===== config.mk =====
export PLATFORM = sky130hd
export DESIGN_NAME = half_float_adder_top
export DESIGN_NICKNAME = d
export VERILOG_FILES = /design/src/rtl/hfa_pkg.sv /design/src/rtl/hfa_norm.sv /design/src/rtl/half_float_adder_top.sv
export SDC_FILE = /design/constraint.sdc
export NUM_CORES = 1
export LEC_CHECK = 0
export BUFFER_PORTS_ARGS = -buffer_cell sky130_fd_sc_hd__buf_2
export CORE_UTILIZATION = 52
export CTS_BUF_LIST = sky130_fd_sc_hd__clkbuf_2
export DETAILED_ROUTE_END_ITERATION = 10
export PLACE_DENSITY = 0.8
export SYNTH_ARGS = -nofsm -noshare
export SYNTH_HDL_FRONTEND = slang
export SYNTH_SLANG_ARGS = --single-unit

===== constraint.sdc =====
create_clock -name clk_i -period 3.5 [get_ports clk_i]
set_input_delay 0.175 -clock clk_i [delete_from_list [all_inputs] [get_ports clk_i]]
set_output_delay 0.175 -clock clk_i [all_outputs]
set_load 0.02 [all_outputs]

===== src/rtl/hfa_pkg.sv =====
// hfa_pkg: shared constants and types for the half-precision adder
// no dependencies
package hfa_pkg;
  localparam logic [15:0] ExpMask   = 16'h7C00;
  localparam logic [4:0]  ExpMax    = 5'd31;

  // unpacked operand pair after alignment
  typedef struct packed {
    logic        sa;
    logic        sb;
    logic [4:0]  e;
    logic [10:0] ma;
    logic [10:0] mb;
  } align_t;

  typedef struct packed {
    logic        sign;
    logic [4:0]  e;
    logic [11:0] m;
  } sum_t;
endpackage


===== src/rtl/hfa_norm.sv =====
// hfa_norm: leading-zero count of the raw mantissa sum below the carry bit
// no dependencies
module hfa_norm (
  input  logic [11:0] m_i,
  output logic [3:0]  lz_o
);
  always_comb begin
    lz_o = 4'd11;
    for (int i = 0; i <= 10; i++) begin
      if (m_i[i]) lz_o = 4'(10 - i);
    end
  end
endmodule


===== src/rtl/half_float_adder_top.sv =====
// half_float_adder_top: binary16 adder, truncating, saturating to infinity
// depends on hfa_pkg and hfa_norm
//
// Four-stage pipeline: unpack/align, add/subtract, normalize, pack. One item
// is accepted every cycle (busy is always low) and each sum appears on
// sum_value_o from the pack-stage register, with done_o high alongside it;
// the receiver cannot stall, so nothing is held back.
module half_float_adder_top (
  input  logic        clk_i,
  input  logic        rst_ni,
  input  logic        start,
  output logic        busy,
  input  logic [15:0] operand_a_i,
  input  logic [15:0] operand_b_i,
  output logic        done_o,
  output logic [15:0] sum_value_o
);
  hfa_pkg::align_t al_d, al_q;
  hfa_pkg::sum_t   sm_d, sm_q;
  logic [3:0]  v_q;
  logic [11:0] mn_d, mn_q;
  logic signed [6:0] en_d, en_q;
  logic sn_q, zero_d, zero_q;
  logic [15:0] res_d, res_q;
  logic [3:0]  lz;

  assign busy = 1'b0;

  // stage 1: unpack and align
  always_comb begin
    logic [4:0] ea, eb;
    logic [10:0] ma, mb;
    ea = operand_a_i[14:10];
    eb = operand_b_i[14:10];
    ma = (ea == 5'd0) ? 11'd0 : {1'b1, operand_a_i[9:0]};
    mb = (eb == 5'd0) ? 11'd0 : {1'b1, operand_b_i[9:0]};
    al_d.sa = operand_a_i[15];
    al_d.sb = operand_b_i[15];
    if (ea > eb) begin
      al_d.e  = ea;
      al_d.ma = ma;
      al_d.mb = mb >> (ea - eb);
    end else begin
      al_d.e  = eb;
      al_d.mb = mb;
      al_d.ma = ma >> (eb - ea);
    end
  end

  // stage 2: add or subtract by sign
  always_comb begin
    sm_d.e = al_q.e;
    if (al_q.sa == al_q.sb) begin
      sm_d.m = {1'b0, al_q.ma} + {1'b0, al_q.mb};
      sm_d.sign = al_q.sa;
    end else if (al_q.ma >= al_q.mb) begin
      sm_d.m = {1'b0, al_q.ma - al_q.mb};
      sm_d.sign = al_q.sa;
    end else begin
      sm_d.m = {1'b0, al_q.mb - al_q.ma};
      sm_d.sign = al_q.sb;
    end
  end

  // stage 3: normalize
  hfa_norm u_norm (.m_i(sm_q.m), .lz_o(lz));

  always_comb begin
    zero_d = (sm_q.m == 12'd0);
    if (sm_q.m[11]) begin
      mn_d = sm_q.m >> 1;
      en_d = 7'(sm_q.e) + 7'sd1;
    end else begin
      mn_d = sm_q.m << lz;
      en_d = 7'(sm_q.e) - 7'(lz);
    end
  end

  // stage 4: pack with overflow and underflow
  always_comb begin
    if (zero_q || en_q <= 7'sd0) res_d = 16'd0;
    else if (en_q >= 7'(hfa_pkg::ExpMax))
      res_d = {sn_q, 15'd0} | hfa_pkg::ExpMask;
    else res_d = {sn_q, en_q[4:0], mn_q[9:0]};
  end

  always_ff @(posedge clk_i or negedge rst_ni) begin
    if (!rst_ni) v_q <= '0;
    else v_q <= {v_q[2:0], start};
  end

  always_ff @(posedge clk_i) begin
    al_q   <= al_d;
    sm_q   <= sm_d;
    mn_q   <= mn_d;
    en_q   <= en_d;
    sn_q   <= sm_q.sign;
    zero_q <= zero_d;
    res_q  <= res_d;
  end

  assign done_o      = v_q[3];
  assign sum_value_o = res_q;
endmodule


# == Yosys cells after proc, flatten, opt, wreduce, memory -nomap -nowiden ==
# Index checks and enable logic that the tools add are counted.
# totals
register_bits,86
inputBits,35
output_inout_bits,18
elab_cells,56
# classes
add_sub_neg,7
magnitude_cmp,4
n_eq_ne,1
shifts,3
mux,21
reduce_logical,5
# op_table
operator,count
$mux 11,3
$mux 4,8
$mux 27,1
$shr 11x5->11,2
$sub 11x11->11,2
$mux 15,1
$add 11x11->12,1
$logic_not 12->1,1
$mux 12,1
$shl 12x4->10,1
$ge 11x11->1,1
$logic_not 5->1,2
$mux 10,1
$sub 5x5->5,2
$ge 7x5->1 const B,1
$le 7x1->1 const B,1
$mux 7,1
$add 5x1->6 const B,1
$sub 5x4->6,1
$gt 5x5->1,1
$mux 2,2
$mux 1,3
$reduce_or 2->1,1
$eq 1x1->1,1
$logic_or 1x1->1,1

# == Longest topological paths before layout ==
# logic_depth
ltp_word,13
ltp_mapped,12
ltp_nobuf,12

# == Modules after synthesis ==
# From an unflattened synthesis, not the netlist that was laid out.
# hier_totals
cells_unflattened,658
hier_area_um2,5611.6
# modules_own_cells
module,instances,cells_each,area_per_inst_um2,seq_area_each_um2
half_float_adder_top,1,641,5501.5,1741.7
hfa_norm,1,17,110.1,0.0

# == Worst setup path before layout ==
# No wires, ideal clock.
# synth_path
kind,reg2reg
start,register al_q[1] (netlist bit)
end,register sm_q[5] (netlist bit)
setup_time_ns,0.129
arrival_ns,2.493
required_ns,3.371
path_slack_ns,0.877
path_stages_with_launch,12
n_path_buf,2
period_less_slack_ns,2.623
cell_sequence,dfxtp_1 -> inv_1 -> ha_1 -> nor2b_1 -> o31a_1 -> o41a_1 -> o221a_1 -> buf_6 -> buf_6 -> o31ai_1 -> o22ai_1 -> xor2_1
# synth_rtl
element,line_no,source
from (decl),half_float_adder_top.sv:18,"hfa_pkg::align_t al_d, al_q;"
from (signal assigned),half_float_adder_top.sv:93,al_q <= al_d;
to (signal assigned),half_float_adder_top.sv:94,sm_q <= sm_d;
to (decl),half_float_adder_top.sv:19,"hfa_pkg::sum_t sm_d, sm_q;"

==> results.txt <==
Slew @ Worst Pin - 1090 ps
Cell count after synthesis - 649
Critical Path Start Type - flip-flop
Async set-reset flop share out of synthesis - 4.65%
Total CTS buffers - 9
Initial antenna violation count - 0
Clk sinks - 86
Pwr dens - 664 mW/mm2
Startpoint of the worst register-to-register path - al_q[1]
Placed instance count - 813
Yosys Warn Count - 0
Post-synthesis register bit count - 86
Num ports - 53
Fillers - 892
Routed wirelength normalized by instance count - 14.9 um
Total grt overflow - 0
Leakage Power - 2.83 nW
Critical Path AT - 3460 ps
Global placer's final weighted congestion - 0.967
Beginning of the critical path - al_q[1]
Count of maximum capacitance violations - 0
Post-route non-filler standard cell count - 863
Top-count cell post-synth - sky130_fd_sc_hd__dfxtp_1
Initial drt markers - 332
Mean area per synthesized cell - 8.53 um2
Status - completed
Post-route minimum period - 3000 ps
Global-route wire length before repair - 21.6 mm
Final Hold Fails - 0
Worst setup skew after layout - 45.7 ps
Placed wire-length estimate after detailed placement - 9.75 mm
Worst slew margin relative to its limit - 27.0%
Net count after synthesis - 735
Core region area - 0.0103 mm2
Area share of the largest cell type after synthesis - 29.7%
Sequential fraction of the synthesis area - 31.5%
Setup violations, final - 0
Effective utilization at floorplan - 53.6%
# diodes - 0
Site row count - 37
Final worst-path cycle share - 85.7%
Vias in the first global route - 4763
Number of nets with antenna violations after routing - 0
Library cell with the largest summed area after synthesis - sky130_fd_sc_hd__dfxtp_1
H-tree depth reported by CTS - 3
Top cells by area, synth - sky130_fd_sc_hd__dfxtp_1 (30%), sky130_fd_sc_hd__ha_1 (10%), sky130_fd_sc_hd__mux2i_1 (4.5%)
Clock Path Buffers - 2
Area enclosed by the die boundary - 0.0111 mm2
Count of distinct cell types in the synthesized netlist - 65
Unrepaired setup endpoints after global routing - no
Port Buffer Count - 51
Post-route setup TNS - 0 ps
Final count of pins violating max slew - 0
Class of the tightest hold or removal check - in2reg
Clock tree root driver cell - sky130_fd_sc_hd__clkbuf_2
Hold wc startpoint - operand_a_i[11]
Initial DRT Pass Iterations - 6
Top FF cell, synth - sky130_fd_sc_hd__dfxtp_1
Required time worst endpoint - 3960 ps
Top cells by count, synth - sky130_fd_sc_hd__dfxtp_1 (82), sky130_fd_sc_hd__nand2_1 (60), sky130_fd_sc_hd__inv_1 (56)
Critical path capture point type - flip-flop
Vias per std cell - 5.75
Area Overhead vs Synth - 13.9%
Setup CP Type - reg2reg
Number of setup buffers added after CTS - 0
Clk slew on worst S/H paths - 220 ps
Minimum hold slack - 84.1 ps
Crit Path Max Fanout - 17
Vias after detailed routing - 4963
Area of the mapped netlist - 0.00553 mm2
Share of the core filled with cells in the final layout - 61.0%
Pin count of the biggest net entering global routing - 31
Chip width - 105 um
Proportion of layout cells with a drive suffix above 1 - 11.6%
Worst ir drop on vdd - 0.390 mV
EDFF count, synth - 0
DRC violations left - 0
FMAX - 0.334 GHz
GRT Overall Usage - 24.2%
CTS tree - done
Source-to-sink clock delay at the later pin of the worst-skew pair - 560 ps
Total wire length - 12.9 mm
Die H - 105 um
Final-stage net count - 808
routing by layer:
layer | wire length [um] | share of wire [%] | vias up | GRT usage, %
met5 | 0 | 0 | - | 0
met4 | 425 | 3.3 | 0 | 10.7
met3 | 659 | 5.1 | 42 | 3.87
met2 | 6420 | 50 | 223 | 44.0
met1 | 5380 | 42 | 2256 | 27.8
li1 | - | - | 2442 | -
what timing repair did:
item                      CTS  global route
hold endpoints to repair   32             0
hold buffers               34             0
resized for setup           0             0
logic make-up (layout without fill, tap and decap cells):
kind of cell,Yosys count,after routing,share of synthesized area [%]
XOR/XNOR,24,24,3.80
flip-flops,86,86,31.5
multiplexers,37,37,7.78
AO/OA/AOI/OAI,185,185,22.8
buffers and inverters,86,164,6.31
other,1,1,0.0678
AND/OR/NAND/NOR,178,178,15.4
adder cells (fa/ha/maj),52,52,12.4
power breakdown:
group          internal (mW)  switching, mW
clock                 0.0990          0.343
sequential              1.31          0.244
combinational          0.952           1.24
cell type report:
cell class | instances | area (um2) | share of cell area (%)
multi-input combinational | 477 | 3440 | 54.6
sequential | 86 | 1740 | 27.6
timing repair buffer | 90 | 633 | 10.0
inverter | 58 | 218 | 3.46
tap | 136 | 170 | 2.70
clock buffer | 10 | 50.0 | 0.794
clock inverter | 6 | 45.0 | 0.715
path summary, 6_finish.rpt:
| path | endpoint | slack (ps) | cells past startpoint |
|---|---|---|---|
| worst max-delay path | sm_q[4] | 500 | 9 |
| worst min-delay path | al_q[23] | 80 | 3 |
| worst max register to register | sm_q[4] | 500 | 9 |
| worst min register to register | sm_q[15] | 350 | 0 |
| max in group asynchronous | v_q[0] | 2900 | 3 |
| min in group asynchronous | v_q[3] | 440 | 3 |
state kept, by name, summed over array words and instances, names as in the netlist:
register / flops
al_q: 29
sm_q: 18
sum_value_o: 16
mn_q: 10
en_q: 7
v_q: 4
sn_q: 1
zero_q: 1
layout by cell type (no fill, tap or decap), types with 5 or more instances in the layout:
cell,synthesis,routed
sky130_fd_sc_hd__dfxtp_1,82,82
sky130_fd_sc_hd__nand2_1,60,60
sky130_fd_sc_hd__inv_1,56,56
sky130_fd_sc_hd__buf_2,0,51
sky130_fd_sc_hd__ha_1,46,46
sky130_fd_sc_hd__nor2_1,35,35
sky130_fd_sc_hd__dlygate4sd3_1,0,34
sky130_fd_sc_hd__a21oi_1,31,31
sky130_fd_sc_hd__mux2i_1,25,25
sky130_fd_sc_hd__o21ai_0,25,25
sky130_fd_sc_hd__o21ai_1,19,19
sky130_fd_sc_hd__nor3_1,16,16
sky130_fd_sc_hd__xnor2_1,16,16
sky130_fd_sc_hd__nand3_1,14,14
sky130_fd_sc_hd__and2_1,13,13
sky130_fd_sc_hd__o21a_1,12,12
sky130_fd_sc_hd__a22o_1,12,12
sky130_fd_sc_hd__nor2b_1,11,11
sky130_fd_sc_hd__clkbuf_2,0,10
sky130_fd_sc_hd__nand2b_1,9,9
sky130_fd_sc_hd__a21o_1,9,9
sky130_fd_sc_hd__o31ai_1,8,8
sky130_fd_sc_hd__xor2_1,8,8
sky130_fd_sc_hd__a31oi_1,7,7
sky130_fd_sc_hd__o211ai_1,7,7
sky130_fd_sc_hd__a211oi_1,6,6
sky130_fd_sc_hd__a221oi_1,6,6
sky130_fd_sc_hd__nor4_1,5,5
sky130_fd_sc_hd__mux2_2,5,5
sky130_fd_sc_hd__o22ai_1,5,5
sky130_fd_sc_hd__fa_1,5,5
sky130_fd_sc_hd__buf_4,1,5
stage by stage:
step | total power, mW | area [um2] | setup WS [ps]
6_report | 4.18 | 6300 | 502
5_1_grt | 4.52 | 6300 | 337
4_1_cts | 4.16 | 6300 | 537
3_5_place_dp | 3.69 | 5860 | 595
3_3_place_gp | 3.63 | 5860 | 666
2_1_floorplan | 3.19 | 5530 | 877
worst max-delay path: stages, from the launching register on:
cell and delay [ps]:
sky130_fd_sc_hd__dfxtp_1 470, sky130_fd_sc_hd__inv_1 140, sky130_fd_sc_hd__ha_1 350, sky130_fd_sc_hd__nor2b_1 150, sky130_fd_sc_hd__o31a_1 270, sky130_fd_sc_hd__o41a_1 370
sky130_fd_sc_hd__o221a_1 480, sky130_fd_sc_hd__nor4_1 380, sky130_fd_sc_hd__a221oi_1 100, sky130_fd_sc_hd__xor2_1 190
Power figures use the tool's default switching activity.
